File: config.mk
export PLATFORM = sky130hd
export DESIGN_NAME = button_press_classifier_unit
export DESIGN_NICKNAME = d
export VERILOG_FILES = /design/src/rtl/core/bpc_pkg.sv /design/src/rtl/core/bpc_cfg_regs.sv /design/src/rtl/core/bpc_fsm.sv /design/src/rtl/core/button_press_classifier_unit.sv
export SDC_FILE = /design/constraint.sdc
export NUM_CORES = 1
export LEC_CHECK = 0
export ABC_CLOCK_PERIOD_IN_PS = 6600
export BUFFER_PORTS_ARGS = -buffer_cell sky130_fd_sc_hd__buf_2
export CORE_UTILIZATION = 55
export CTS_CLUSTER_SIZE = 20
export DETAILED_ROUTE_END_ITERATION = 10
export GPL_TIMING_DRIVEN = 0
export PLACE_DENSITY = 0.76
export SYNTH_ARGS = -nofsm -noshare
export SYNTH_HDL_FRONTEND = slang
export SYNTH_HIERARCHICAL = 1
export SYNTH_SLANG_ARGS = --single-unit
export TNS_END_PERCENT = 100
File: constraint.sdc
create_clock -name clk_i -period 6.6 [get_ports clk_i]
set_input_delay 0.33 -clock clk_i [delete_from_list [all_inputs] [get_ports clk_i]]
set_output_delay 0.33 -clock clk_i [all_outputs]
set_load 0.02 [all_outputs]
File: src/rtl/core/bpc_pkg.sv
// ----------------------------------------------------------------------------
// bpc_pkg
// Shared types and constants for the button press classifier.
// ----------------------------------------------------------------------------
`default_nettype none

package bpc_pkg;

  localparam int unsigned TimeW  = 32;
  localparam int unsigned CfgW   = 16;
  localparam int unsigned CfgIdxW = 2;

  // Machine states, as seen on the result port
  typedef enum logic [2:0] {
    ST_IDLE     = 3'd0,
    ST_PRESSED  = 3'd1,
    ST_RELEASED = 3'd2,
    ST_LONG     = 3'd3,
    ST_LONGEND  = 3'd4
  } state_e;

  // Event codes, one per scan
  typedef enum logic [2:0] {
    EV_NONE   = 3'd0,
    EV_DOWN   = 3'd1,
    EV_SHORT  = 3'd2,
    EV_LSTART = 3'd3,
    EV_LSTOP  = 3'd4
  } event_e;

  // Configuration register indices
  typedef enum logic [CfgIdxW-1:0] {
    REG_DEBOUNCE = 2'd0,
    REG_PRESS    = 2'd1,
    REG_LONG     = 2'd2,
    REG_ACTIVE   = 2'd3
  } reg_idx_e;

  localparam logic [CfgW-1:0] DebounceRst = 16'd25;
  localparam logic [CfgW-1:0] PressRst    = 16'd50;
  localparam logic [CfgW-1:0] LongRst     = 16'd800;
  localparam logic            ActiveRst   = 1'b0;

  typedef struct packed {
    logic [CfgW-1:0] debounce_ms;
    logic [CfgW-1:0] press_ms;
    logic [CfgW-1:0] long_press_ms;
    logic            active_level;
  } cfg_t;

  // One scan, as held in the input stage
  typedef struct packed {
    logic             pin_level;
    logic [TimeW-1:0] now_ms;
  } scan_t;

  // Outcome of one scan
  typedef struct packed {
    event_e event_code;
    state_e machine_state;
  } result_t;

endpackage

`default_nettype wire

File: src/rtl/core/bpc_cfg_regs.sv
// ----------------------------------------------------------------------------
// bpc_cfg_regs
// Configuration register file, write only.
// ----------------------------------------------------------------------------
`default_nettype none

module bpc_cfg_regs (
  input  wire logic                        clk_i,
  input  wire logic                        rst_ni,
  input  wire logic                        cfg_we_i,
  input  wire logic [bpc_pkg::CfgIdxW-1:0] cfg_idx_i,
  input  wire logic [bpc_pkg::CfgW-1:0]    cfg_wdata_i,
  output bpc_pkg::cfg_t                    cfg_o
);

  bpc_pkg::cfg_t cfg_q, cfg_d;

  always_comb begin
    cfg_d = cfg_q;
    if (cfg_we_i) begin
      unique case (bpc_pkg::reg_idx_e'(cfg_idx_i))
        bpc_pkg::REG_DEBOUNCE: cfg_d.debounce_ms   = cfg_wdata_i;
        bpc_pkg::REG_PRESS:    cfg_d.press_ms      = cfg_wdata_i;
        bpc_pkg::REG_LONG:     cfg_d.long_press_ms = cfg_wdata_i;
        bpc_pkg::REG_ACTIVE:   cfg_d.active_level  = cfg_wdata_i[0];
        default:               cfg_d = cfg_q;
      endcase
    end
  end

  always_ff @(posedge clk_i or negedge rst_ni) begin
    if (!rst_ni) begin
      cfg_q.debounce_ms   <= bpc_pkg::DebounceRst;
      cfg_q.press_ms      <= bpc_pkg::PressRst;
      cfg_q.long_press_ms <= bpc_pkg::LongRst;
      cfg_q.active_level  <= bpc_pkg::ActiveRst;
    end else begin
      cfg_q <= cfg_d;
    end
  end

  assign cfg_o = cfg_q;

endmodule

`default_nettype wire

File: src/rtl/core/bpc_fsm.sv
// ----------------------------------------------------------------------------
// bpc_fsm
// Press state machine: state registers and the per-scan transition logic.
// ----------------------------------------------------------------------------
`default_nettype none

module bpc_fsm (
  input  wire logic   clk_i,
  input  wire logic   rst_ni,
  input  wire logic   step_i,   // apply scan_i this cycle
  input  wire bpc_pkg::scan_t scan_i,
  input  wire bpc_pkg::cfg_t  cfg_i,
  output bpc_pkg::result_t res_o
);

  bpc_pkg::state_e cur_q, cur_d;
  bpc_pkg::state_e prev_q, prev_d;
  logic [bpc_pkg::TimeW-1:0] start_q, start_d;
  logic down_q, down_d;

  logic [bpc_pkg::TimeW-1:0] wait_ms;
  logic [bpc_pkg::TimeW-1:0] deb_ext, press_ext, long_ext;
  logic active, below_deb;
  bpc_pkg::event_e ev;

  assign wait_ms   = scan_i.now_ms - start_q;   // wraps modulo 2^32
  assign deb_ext   = {{(bpc_pkg::TimeW-bpc_pkg::CfgW){1'b0}}, cfg_i.debounce_ms};
  assign press_ext = {{(bpc_pkg::TimeW-bpc_pkg::CfgW){1'b0}}, cfg_i.press_ms};
  assign long_ext  = {{(bpc_pkg::TimeW-bpc_pkg::CfgW){1'b0}}, cfg_i.long_press_ms};
  assign active    = (scan_i.pin_level == cfg_i.active_level);
  assign below_deb = (wait_ms < deb_ext);

  always_comb begin
    cur_d   = cur_q;
    prev_d  = prev_q;
    start_d = start_q;
    down_d  = down_q;
    ev      = bpc_pkg::EV_NONE;
    unique case (cur_q)
      bpc_pkg::ST_IDLE: begin
        if (active) begin
          prev_d  = cur_q;
          cur_d   = bpc_pkg::ST_PRESSED;
          start_d = scan_i.now_ms;
        end
      end
      bpc_pkg::ST_PRESSED: begin
        priority if (!active && below_deb) begin
          // bounce back
          prev_d = cur_q;
          cur_d  = prev_q;
        end else if (active && (wait_ms > long_ext)) begin
          ev     = bpc_pkg::EV_LSTART;
          prev_d = cur_q;
          cur_d  = bpc_pkg::ST_LONG;
        end else begin
          if (!down_q) begin
            ev     = bpc_pkg::EV_DOWN;
            down_d = 1'b1;
          end
          if (!active) begin
            prev_d  = cur_q;
            cur_d   = bpc_pkg::ST_RELEASED;
            start_d = scan_i.now_ms;
          end
        end
      end
      bpc_pkg::ST_RELEASED: begin
        priority if (active && below_deb) begin
          prev_d = cur_q;
          cur_d  = prev_q;
        end else if (!active && (wait_ms > press_ext)) begin
          ev      = bpc_pkg::EV_SHORT;
          cur_d   = bpc_pkg::ST_IDLE;
          prev_d  = bpc_pkg::ST_IDLE;
          start_d = '0;
          down_d  = 1'b0;
        end
      end
      bpc_pkg::ST_LONG: begin
        if (!active) begin
          prev_d  = cur_q;
          cur_d   = bpc_pkg::ST_LONGEND;
          start_d = scan_i.now_ms;
        end
      end
      bpc_pkg::ST_LONGEND: begin
        priority if (active && below_deb) begin
          prev_d = cur_q;
          cur_d  = prev_q;
        end else if (!below_deb) begin
          ev      = bpc_pkg::EV_LSTOP;
          cur_d   = bpc_pkg::ST_IDLE;
          prev_d  = bpc_pkg::ST_IDLE;
          start_d = '0;
          down_d  = 1'b0;
        end
      end
      default: begin
        prev_d = cur_q;
        cur_d  = bpc_pkg::ST_IDLE;
      end
    endcase
  end

  always_ff @(posedge clk_i or negedge rst_ni) begin
    if (!rst_ni) begin
      cur_q   <= bpc_pkg::ST_IDLE;
      prev_q  <= bpc_pkg::ST_IDLE;
      start_q <= '0;
      down_q  <= 1'b0;
    end else if (step_i) begin
      cur_q   <= cur_d;
      prev_q  <= prev_d;
      start_q <= start_d;
      down_q  <= down_d;
    end
  end

  assign res_o.event_code    = ev;
  assign res_o.machine_state = cur_d;

endmodule

`default_nettype wire

File: src/rtl/core/button_press_classifier_unit.sv
// A scan transaction is registered in the scan stage, then its result in the result stage.
// Throughput: one scan per cycle while out_ready_i is high; the state update is
//   a single compare-and-select pass, so the scan register feeds it every cycle.
// Reset (rst_ni, async, active low): machine idle, start time zero, no press
//   reported, registers at debounce 25 ms, press 50 ms, long press 800 ms,
//   active level low; both pipeline stages empty.
// ----------------------------------------------------------------------------
// button_press_classifier_unit
// Debounced short/long press classifier: one event code per scan.
// ----------------------------------------------------------------------------
`default_nettype none

module button_press_classifier_unit (
  input  wire logic                              clk_i,
  input  wire logic                              rst_ni,
  // configuration writes
  input  wire logic                              cfg_we_i,
  input  wire logic [bpc_pkg::CfgIdxW-1:0]       cfg_idx_i,
  input  wire logic [bpc_pkg::CfgW-1:0]          cfg_wdata_i,
  // scan input
  input  wire logic                              in_valid_i,
  output      logic                              in_ready_o,
  input  wire logic                              pin_level_i,
  input  wire logic [bpc_pkg::TimeW-1:0]         now_ms_i,
  // result output
  output      logic                              out_valid_o,
  input  wire logic                              out_ready_i,
  output      logic [2:0]                        event_code_o,
  output      logic [2:0]                        machine_state_o
);

  bpc_pkg::cfg_t    cfg;
  bpc_pkg::scan_t   scan_q;
  bpc_pkg::result_t res, res_q;
  logic scan_vld_q, out_vld_q;
  logic advance;   // scan stage moves into the result stage (and the FSM steps)

  bpc_cfg_regs u_cfg (
    .clk_i       (clk_i),
    .rst_ni      (rst_ni),
    .cfg_we_i    (cfg_we_i),
    .cfg_idx_i   (cfg_idx_i),
    .cfg_wdata_i (cfg_wdata_i),
    .cfg_o       (cfg)
  );

  // The result stage can load whenever it is empty or being drained this
  // cycle; the scan stage, in turn, takes a new transaction whenever it is
  // empty or handing its scan on. Neither side waits for the other to idle.
  assign advance    = scan_vld_q && (!out_vld_q || out_ready_i);
  assign in_ready_o = !scan_vld_q || advance;

  // Scan stage: the payload needs no reset, only the valid flag does.
  always_ff @(posedge clk_i or negedge rst_ni) begin
    if (!rst_ni) begin
      scan_vld_q <= 1'b0;
    end else if (in_ready_o) begin
      scan_vld_q <= in_valid_i;
    end
  end

  always_ff @(posedge clk_i) begin
    if (in_valid_i && in_ready_o) begin
      scan_q.pin_level <= pin_level_i;
      scan_q.now_ms    <= now_ms_i;
    end
  end

  // The FSM state only moves when its scan is committed to the result
  // stage, so each scan sees exactly the state left by the one before.
  bpc_fsm u_fsm (
    .clk_i  (clk_i),
    .rst_ni (rst_ni),
    .step_i (advance),
    .scan_i (scan_q),
    .cfg_i  (cfg),
    .res_o  (res)
  );

  // Result stage
  always_ff @(posedge clk_i or negedge rst_ni) begin
    if (!rst_ni) begin
      out_vld_q <= 1'b0;
    end else if (!out_vld_q || out_ready_i) begin
      out_vld_q <= scan_vld_q;
    end
  end

  always_ff @(posedge clk_i) begin
    if (advance) begin
      res_q <= res;
    end
  end

  assign out_valid_o     = out_vld_q;
  assign event_code_o    = res_q.event_code;
  assign machine_state_o = res_q.machine_state;

endmodule

`default_nettype wire

==> results of run 1 <==
cell usage after synthesis, drive strengths merged, types with 4 or more instances:
cell,instances,area (sq um)
a2111oi,4,42.5
a211oi,5,37.5
a21boi,4,30.0
a21o,19,144
a21oi,62,352
a31oi,10,62.6
buf,18,156
clkbuf,12,71.3
dfrtp,81,2030
dfstp,9,236
edfxtp,39,1170
ha,78,976
inv,92,345
mux2,49,552
mux2i,35,350
nand2,85,319
nand2b,11,68.8
nand3,14,70.1
nand4,17,106
nor2,44,165
nor2b,4,25.0
nor3,7,51.3
nor4,5,37.5
o2111ai,5,43.8
o211ai,10,80.1
o21a,9,67.6
o21ai,37,211
o21bai,4,30.0
or3,4,26.3
xnor2,15,139
xor2,6,52.6
layout make-up:
cell class | instances | area (sq um)
Timing Repair Buffer | 65 | 355
Inverter | 93 | 349
Fill cell | 1238 | 5440
Clock inverter | 12 | 143
Multi-Input combinational cell | 599 | 4610
Buffer | 30 | 228
Clock buffer | 19 | 433
Sequential cell | 129 | 3430
Tap cell | 211 | 264
routing by layer:
metal / vias to the layer above / track usage, %
met1: 3174 / 33.9
met5: - / 0
li1: 3230 / -
met2: 176 / 40.6
met4: 0 / 7.42
met3: 23 / 5.44
critical path: stages (launching register included):
cell and delay (ns):
edfxtp_1 0.44, ha_1 0.39, o211ai_1 0.11, a21oi_1 0.30
o21bai_1 0.16, a21oi_1 0.31, nor2_1 0.11, o21ai_0 0.24
xor2_1 0.43, ha_1 0.33, and4_1 0.22, nand3_1 0.12
nor3_1 0.08, a2111o_1 0.40, o31ai_1 0.15, nand2b_1 0.12
nor4_1 0.32, and2_2 0.26, o21ai_2 0.09, a21oi_4 0.31
buf_6 0.23, mux2i_1 0.22
logic make-up (layout without fill, tap and decap cells):
kind of cell | count (synthesis) | after routing | synth area share [%]
multiplexers | 84 | 84 | 10.5
XOR/XNOR | 21 | 21 | 2.22
AND/OR/NAND/NOR | 216 | 216 | 13.0
adder cells (fa/ha/maj) | 79 | 79 | 11.5
AO/OA/AOI/OAI | 199 | 199 | 16.3
flip-flops | 129 | 129 | 39.8
buffers and inverters | 123 | 219 | 6.69
power by group:
part / internal, mW / total (mW) / switching, mW
Clock: 0.585 / 0.930 / 0.345
Combinational: 1.13 / 2.75 / 1.62
Sequential: 1.03 / 1.11 / 0.0756
layout by cell type, fill, tap and decap left out, drive strengths merged, types with 37 or more instances in the layout:
cell    instances
dfrtp          81
edfxtp         39
a21oi          62
inv            92
nand2          85
nor2           44
mux2           49
ha             78
buf            82
o21ai          37
worst min-delay path by stage:
stage	to	cells past startpoint	start
3_3_place_gp	u_cfg/cfg_o[23]	1	u_cfg/cfg_o[23]
3_5_place_dp	u_cfg/cfg_o[42]	1	rst_ni
5_1_grt	scan_q[30]	1	now_ms_i[30]
4_1_cts	scan_q[28]	1	now_ms_i[28]
6_report	scan_q[24]	1	now_ms_i[24]
2_1_floorplan	out_valid_o	0	rst_ni
flip-flops by register name, summed over array words and instances (netlist names), 3 cells and up:
register and cells:
u_cfg/cfg_o 49, scan_q 33, u_fsm/start_q 32, event_code_o 3, machine_state_o 3, u_fsm/cur_q 3
u_fsm/prev_q 3
==> flow_summary.yaml, run 1 <==
setup_path:
  timing.rr.end: "u_fsm/start_q[30]"
  worst_r2r_path_depth: 21
  cp_data_required_time_ns: 6.93
  r2r-start: "scan_q[4]"
  r2r_setup_slack_ns: 1.14
  crit_type: "flop to flop"
  startpoint_type: "flop"
  crit_fanout: 10
  endpoint: "u_fsm/start_q[30]"
  crit_start: "scan_q[4]"
  critPathArrivalTime_ns: 5.79
  endpoint_kind: "flop"
clock_network:
  cts-hold-fix-buffers: 1
  post-cts-setup-buffer-count: 0
  root_buffer: "clkbuf_16"
  numClockSinks: 129
  insertion_delay_ns: 0.43
  path_clk_slew_ns: 0.06
  clock_path_buffers: 2
  cts_tree: "yes"
  htree_levels: 4
  ctsResizeCount: 0
  cts_buffers: 17
synthesis:
  syn-num-nets: 986
  synth_ff_type: "dfrtp_1"
  syn_area_per_cell_sq_um: 10.1
  yosysSeqAreaShare_pct: 39.8
  async_flop_share_pct: 69.8
  synth_edf_count: 39
  ys_ff_latch: 129
  synth.cell_area_sq_um: 8630
  yosysWarningCount: 6
  synth_cell_types: 94
  syn_inst: 851
drt:
  met3_length_um: 852
  drtIter0Drc: 539
  wl_um: 18700
  dr_wl_met2_um: 8630
  vias: 6603
  post_drt_wl_per_cell_um: 16.1
  viasPerCell: 5.70
  drc: 0
  drtPass1Iterations: 5
  routed.top_layer: "met4"
  route.layer.met1.wl_um: 8930
  postRouteAntennaNets: 0
timing:
  period_needed_ns: 5.46
  min_period_over_period_pct: 82.7
  max_freq_ghz: 0.183
  hold_viol: 0
  maxSlewViolCount: 0
  tightest_slew_ns: 0.731
  timing.slew.headroom_pct: 50.0
  setup_ws_ns: 1.14
  rsz0062_at_grt: "no"
  setup_violations: 0
  clock_skew_ns: 0.0135
  tns_ns: 0
  hold_ws_ns: 0.0763
grt:
  grt_pass1_wl_um: 31700
  grt_pass1_vias: 6420
  grt.overflow.total: 0
  grt.total_usage_pct: 25.1
  antenna_found_initial: 0
  grt_start_max_net_pins: 63
outcome:
  status: "finished clean"
layout:
  n_antenna_cell: 0
  fin_area_sq_um: 9820
  area_growth_pct: 13.9
  final_util_pct: 64.4
  final_nets: 1070
  drive_gt1_share_pct: 22.2
  stdcell_count: 1158
floorplanning:
  io_pins: 64
  core_region_area_sq_um: 15300
  fp-row-count: 45
  die_height_um: 127
  dieArea_sq_um: 16200
  chipWidth_um: 127
  initial_core_util_pct: 56.5
placed_design:
  placedCellCount: 1126
  hpwlAfterDp_um: 13700
  pre_cts_ws_ns: 1.36
  port_buffers: 63
  gp_congestion: 0.898
  place_area_sq_um: 9240
pwr:
  vdd_drop_max_mv: 0.297
  p_per_area_nw_per_um2: 487
  p_leak_nw: 4.45
  power_mw: 4.78
run:
  maxCapViolCount: 0
min_path:
  hold_class: "input pin to flop"
Note: power is estimated with default switching activity, not from simulation.
==> run 2: changes to the inputs <==
Settings changed: ABC_CLOCK_PERIOD_IN_PS 6600 to 4890, PLACE_DENSITY 0.76 to 0.79.
Clock period 6.6 ns to 4.89 ns, I/O delays scaled along.
==> run 2 against run 1 <==
Compared with the run above:
- total power increased by 43%
- critical path type unchanged
- final area grew 5.8%
- global-route usage up 0.31 points
- register-to-register slack got worse by 1.0 ns
- via count up 2.3%
- combinational power increased by 48%
- largest cell class unchanged
- final cell count grew 3.6%
- critical path depth increased by 1
- clock-buffer cell count decreased by 1
- maximum frequency up 15%
==> flow_summary.yaml, run 2 (synthesized netlist as in run 1, its figures left out) <==
clock_network:
  insertion_delay_ns: 0.42
  htree_levels: 4
  cts_buffers: 17
  clock_path_buffers: 2
  path_clk_slew_ns: 0.06
  cts_tree: "yes"
  root_buffer: "clkbuf_16"
  numClockSinks: 129
drt:
  post_drt_wl_per_cell_um: 16.3
  viasPerCell: 5.63
  drc: 0
  route.layer.met1.wl_um: 8970
  wl_um: 19500
  met3_length_um: 800
  drtPass1Iterations: 5
  vias: 6755
  routed.top_layer: "met4"
  postRouteAntennaNets: 0
  drtIter0Drc: 499
  dr_wl_met2_um: 9390
run:
  maxCapViolCount: 0
grt:
  grt_pass1_vias: 6638
  grt.total_usage_pct: 25.4
  grt_start_max_net_pins: 57
  grt_pass1_wl_um: 32200
  grt.overflow.total: 0
  antenna_found_initial: 0
placed_design:
  hpwlAfterDp_um: 14000
  port_buffers: 63
  pre_cts_ws_ns: -0.340
  gp_congestion: 0.907
setup_path:
  crit_type: "flop to flop"
  crit_start: "scan_q[2]"
  cp_data_required_time_ns: 5.19
  cpPeakStageDelay_ns: 0.49
  crit_slowest_cell: "or3_2"
  crit_fanout: 10
  worst_r2r_path_depth: 22
  path_cells: "ha_4, o211ai_1, a21oi_2, o21bai_2, a21oi_2, nor2_1, o21ai_1, xor2_1, buf_4, buf_4, ha_1, nand4_1, or2_2, or3_2, o21a_1, o22ai_1, a31oi_2, o2111ai_1, a21oi_4, buf_6, buf_12, mux2i_2"
  critPathArrivalTime_ns: 5.05
  endpoint_kind: "flop"
  endpoint: "u_fsm/start_q[4]"
  startpoint_type: "flop"
  r2r-start: "scan_q[2]"
  r2r_setup_slack_ns: 0.14
  timing.rr.end: "u_fsm/start_q[4]"
floorplanning:
  chipWidth_um: 127
  io_pins: 64
  die_height_um: 127
  dieArea_sq_um: 16200
  core_region_area_sq_um: 15300
  initial_core_util_pct: 56.5
  fp-row-count: 45
timing:
  setup_ws_ns: 0.139
  hold_ws_ns: 0.0374
  tightest_slew_ns: 0.642
  min_period_over_period_pct: 97.2
  hold_viol: 0
  timing.slew.headroom_pct: 56.1
  max_freq_ghz: 0.210
  period_needed_ns: 4.75
  maxSlewViolCount: 0
  clock_skew_ns: 0.00874
  setup_violations: 0
layout:
  mostFrequentLayoutCell: "inv_1"
  largest_reg_flops: 49
  mostFrequentLayoutCells: "inv_1 (91), nand2_1 (84), dfrtp_1 (81)"
  drive_gt1_share_pct: 25.2
  final_nets: 1111
  n_antenna_cell: 0
  area_growth_pct: 20.5
pwr:
  vdd_drop_max_mv: 0.485
  p_leak_nw: 4.68
  combPwrFrac_pct: 59.3
  cellInternalPower_mw: 3.92
  clkPwrFrac_pct: 18.8
  switching_share_pct: 42.7
  p_switching_mw: 2.92
  p_per_area_nw_per_um2: 658
  pwr-share-seq_pct: 21.8
outcome:
  status: "finished clean"
min_path:
  holdPathStages: 1
  hold_class: "input pin to flop"
run 2: changes by cell type in the layout (fill, tap and decap cells not counted), moves of 2 or more:
| cell | change |
|---|---|
| dlygate4sd3_1 | +30 |
| buf_4 | +11 |
| a21oi_1 | -5 |
| a21oi_2 | +4 |
| xnor2_1 | -4 |
| xnor2_2 | +3 |
| buf_12 | +2 |
| buf_6 | -2 |
| clkbuf_1 | -2 |
| clkinv_1 | -2 |
| clkinv_4 | +2 |
| ha_1 | -2 |
| o21ai_0 | -2 |
| o21ai_1 | +2 |
run 2: timing repair:
action | CTS | global route
pin swaps | 5 | 20
gates cloned | 0 | 0
hold buffers | 30 | 1
setup endpoints to repair | 33 | 44
gates resized for setup | 8 | 26
setup buffers | 7 | 5
endpoints found under the hold margin | 63 | 1
run 2: per-layer routing:
| layer | vias up | global-route usage [%] |
|---|---|---|
| met2 | 152 | 42.2 |
| met5 | - | 0 |
| met3 | 27 | 5.40 |
| met1 | 3263 | 33.4 |
| met4 | 0 | 7.56 |
| li1 | 3313 | - |
run 2: power by group through the flow:
stage	clock [mW]	combinational [mW]	sequential (mW)
5_1_grt	1.36	4.48	1.53
6_report	1.29	4.06	1.50
3_5_place_dp	0	3.62	1.51
4_1_cts	1.31	3.79	1.49
2_1_floorplan	0	2.81	1.49
3_3_place_gp	0	3.52	1.50
run 2: layout make-up:
class / instances / area [sq um]
buffer: 29 / 234
clock buffer: 18 / 439
clock inverter: 14 / 165
fill: 1180 / 4860
inverter: 93 / 349
multi-input combinational: 599 / 4760
sequential: 129 / 3430
tap: 211 / 264
timing repair buffer: 107 / 749
run 2: how the worst min path moves through the flow:
stage / start / end / slack (ns)
after detailed placement: rst_ni / u_cfg/cfg_o[43] / 0.24
after global placement: now_ms_i[15] / scan_q[15] / 0.42
final: now_ms_i[3] / scan_q[3] / 0.04
after CTS: now_ms_i[10] / scan_q[10] / 0.003
after global routing: now_ms_i[3] / scan_q[3] / 0.001
after floorplan: rst_ni / out_valid_o / -0.05
run 2: worst max-delay path, delay by kind of cell (launching register included):
kind	cells	cell delay, ns
simple gates	4	1.03
flops	1	0.46
mux	1	0.15
xor+xnor	1	0.08
buf+inv	4	0.59
compound gates	10	1.67
fa+ha+maj	2	0.64
run 2: metrics by stage:
stage	instance area [sq um]	power, mW	utilization [%]	instances	TNS [ns]
finish	10400	6.84	68.1	1200	0
global route	10400	7.37	68.1	1200	-0.439
CTS	10200	6.60	67.1	1195	0
detailed placement	9240	5.13	60.5	1126	-9.10
global placement	9210	5.02	60.3	1125	-9.93
floorplan	8630	4.30	-	851	0
==> run 3: changes to the inputs <==
Settings changed: CORE_MARGIN set to 8.
==> run 3 against run 2 <==
Compared with the run above:
- clock power up 3%
- global-route usage fell by 4.1 points
- first-iteration DRC count grew 18%
- critical endpoint is now u_fsm/start_q[24]
- total power increased by 4.5%
==> flow_summary.yaml, run 3 (synthesized netlist as in run 1, its figures left out) <==
placed_design:
  placedCellCount: 1126
  hpwlAfterDp_um: 14500
  gp_congestion: 0.904
  place_area_sq_um: 9240
  port_buffers: 63
grt:
  grt_start_max_net_pins: 65
  antenna_found_initial: 0
  grt.total_usage_pct: 21.3
  grt_pass1_vias: 6893
  grt_pass1_wl_um: 33800
  grt.overflow.total: 0
run:
  maxCapViolCount: 0
clock_network:
  cts_tree: "yes"
  path_clk_slew_ns: 0.06
  clock_path_buffers: 2
  cts_buffers: 17
  insertion_delay_ns: 0.43
  numClockSinks: 129
  root_buffer: "clkbuf_16"
  htree_levels: 4
layout:
  n_antenna_cell: 0
  area_growth_pct: 22.8
  largest_reg_flops: 49
  mostFrequentLayoutCells: "inv_1 (92), nand2_1 (83), dfrtp_1 (81)"
  mostFrequentLayoutCell: "inv_1"
  fin_area_sq_um: 10600
  drive_gt1_share_pct: 26.2
  n_fill_cell: 1118
  stdcell_count: 1208
  final_nets: 1119
setup_path:
  crit_fanout: 10
  endpoint_kind: "flop"
  startpoint_type: "flop"
  critPathArrivalTime_ns: 5.20
  cp_data_required_time_ns: 5.22
  worst_r2r_path_depth: 23
  crit_type: "flop to flop"
pwr:
  vdd_drop_max_mv: 0.525
  power_mw: 7.15
  p_per_area_nw_per_um2: 675
  p_leak_nw: 4.77
drt:
  post_drt_wl_per_cell_um: 17.8
  postRouteAntennaNets: 0
  drc: 0
  drtIter0Drc: 587
  vias: 6974
  viasPerCell: 5.77
  wl_um: 21500
  drtPass1Iterations: 6
timing:
  tns_ns: 0
  clock_skew_ns: 0.00945
  maxSlewViolCount: 0
  tightest_slew_ns: 0.638
  max_freq_ghz: 0.205
  setup_violations: 0
  hold_viol: 0
  timing.slew.headroom_pct: 56.4
  period_needed_ns: 4.87
  min_period_over_period_pct: 99.6
  hold_ws_ns: 0.0195
floorplanning:
  initial_core_util_pct: 56.5
  dieArea_sq_um: 19900
  chipWidth_um: 141
  die_height_um: 141
  core_region_area_sq_um: 15300
  fp-row-count: 45
  io_pins: 64
min_path:
  hold_class: "input pin to flop"
  holdPathStages: 2
outcome:
  status: "finished clean"
==> run 3: worst max-delay path: stages, from the launching register on <==
cell and delay (ns):
edfxtp_1 0.49, ha_4 0.28, buf_4 0.14, a21o_2 0.24, o21bai_4 0.17, nand2_2 0.10, a21o_1 0.22, a21oi_2 0.19
xnor2_2 0.18, ha_1 0.31, a21oi_1 0.14, nor2b_1 0.07, o21ai_1 0.17, nand2_1 0.11, a2111o_1 0.44, o31ai_4 0.10
nand2b_1 0.10, nor4_2 0.27, and2_4 0.22, o21ai_4 0.06, a21oi_4 0.20, buf_4 0.17, buf_6 0.17, mux2i_1 0.23
==> run 3: final timing paths <==
kind,slack (ns),startpoint,end
hold reg to reg,0.50,u_cfg/cfg_o[12],u_cfg/cfg_o[12]
max in group asynchronous,3.91,rst_ni,u_cfg/cfg_o[33]
setup reg to reg,0.02,scan_q[4],u_fsm/start_q[24]
min in group asynchronous,0.29,rst_ni,u_cfg/cfg_o[44]
setup / recovery,0.02,scan_q[4],u_fsm/start_q[24]
hold / removal,0.02,in_valid_i,scan_vld_q
==> run 3: per-stage QoR <==
stage	setup WS, ns	utilization (%)
4_1_cts	0.0123	67.5
2_1_floorplan	0.560	-
3_5_place_dp	-0.310	60.5
3_3_place_gp	-0.265	60.3
6_report	0.0205	69.4
5_1_grt	-0.0838	69.4
==> run 3: metal layers <==
layer | GRT usage [%] | wire, um | vias to the layer above
li1 | - | - | 3336
met1 | 26.8 | 9190 | 3330
met2 | 34.4 | 10300 | 253
met3 | 4.96 | 1320 | 55
met4 | 9.39 | 656 | 0
met5 | 0 | 0 | -
==> run 3: layout make-up <==
class / count / area, sq um / share of cell area (%)
multi-input cells: 599 / 4860 / 45.9
clock buffers: 20 / 457 / 4.31
repair buffers: 114 / 836 / 7.89
plain buffers: 30 / 231 / 2.18
inverters: 93 / 349 / 3.29
clock inverters: 12 / 163 / 1.54
flip-flops and latches: 129 / 3430 / 32.4
well taps: 211 / 264 / 2.49
==> run 3: report_power, final <==
group / switching (mW) / internal, mW / leakage, nW
Sequential: 0.109 / 1.39 / 1.44
Combinational: 2.48 / 1.84 / 3.03
Clock: 0.461 / 0.871 / 0.301
==> run 3: repair_timing <==
| item | in CTS | in global routing |
|---|---|---|
| hold endpoints to repair | 56 | 0 |
| pin swaps | 4 | 25 |
| setup buffers | 6 | 12 |
| gates resized for setup | 7 | 36 |
| hold buffers | 31 | 0 |
| gates cloned | 1 | 0 |
| setup endpoints to repair | 34 | 43 |
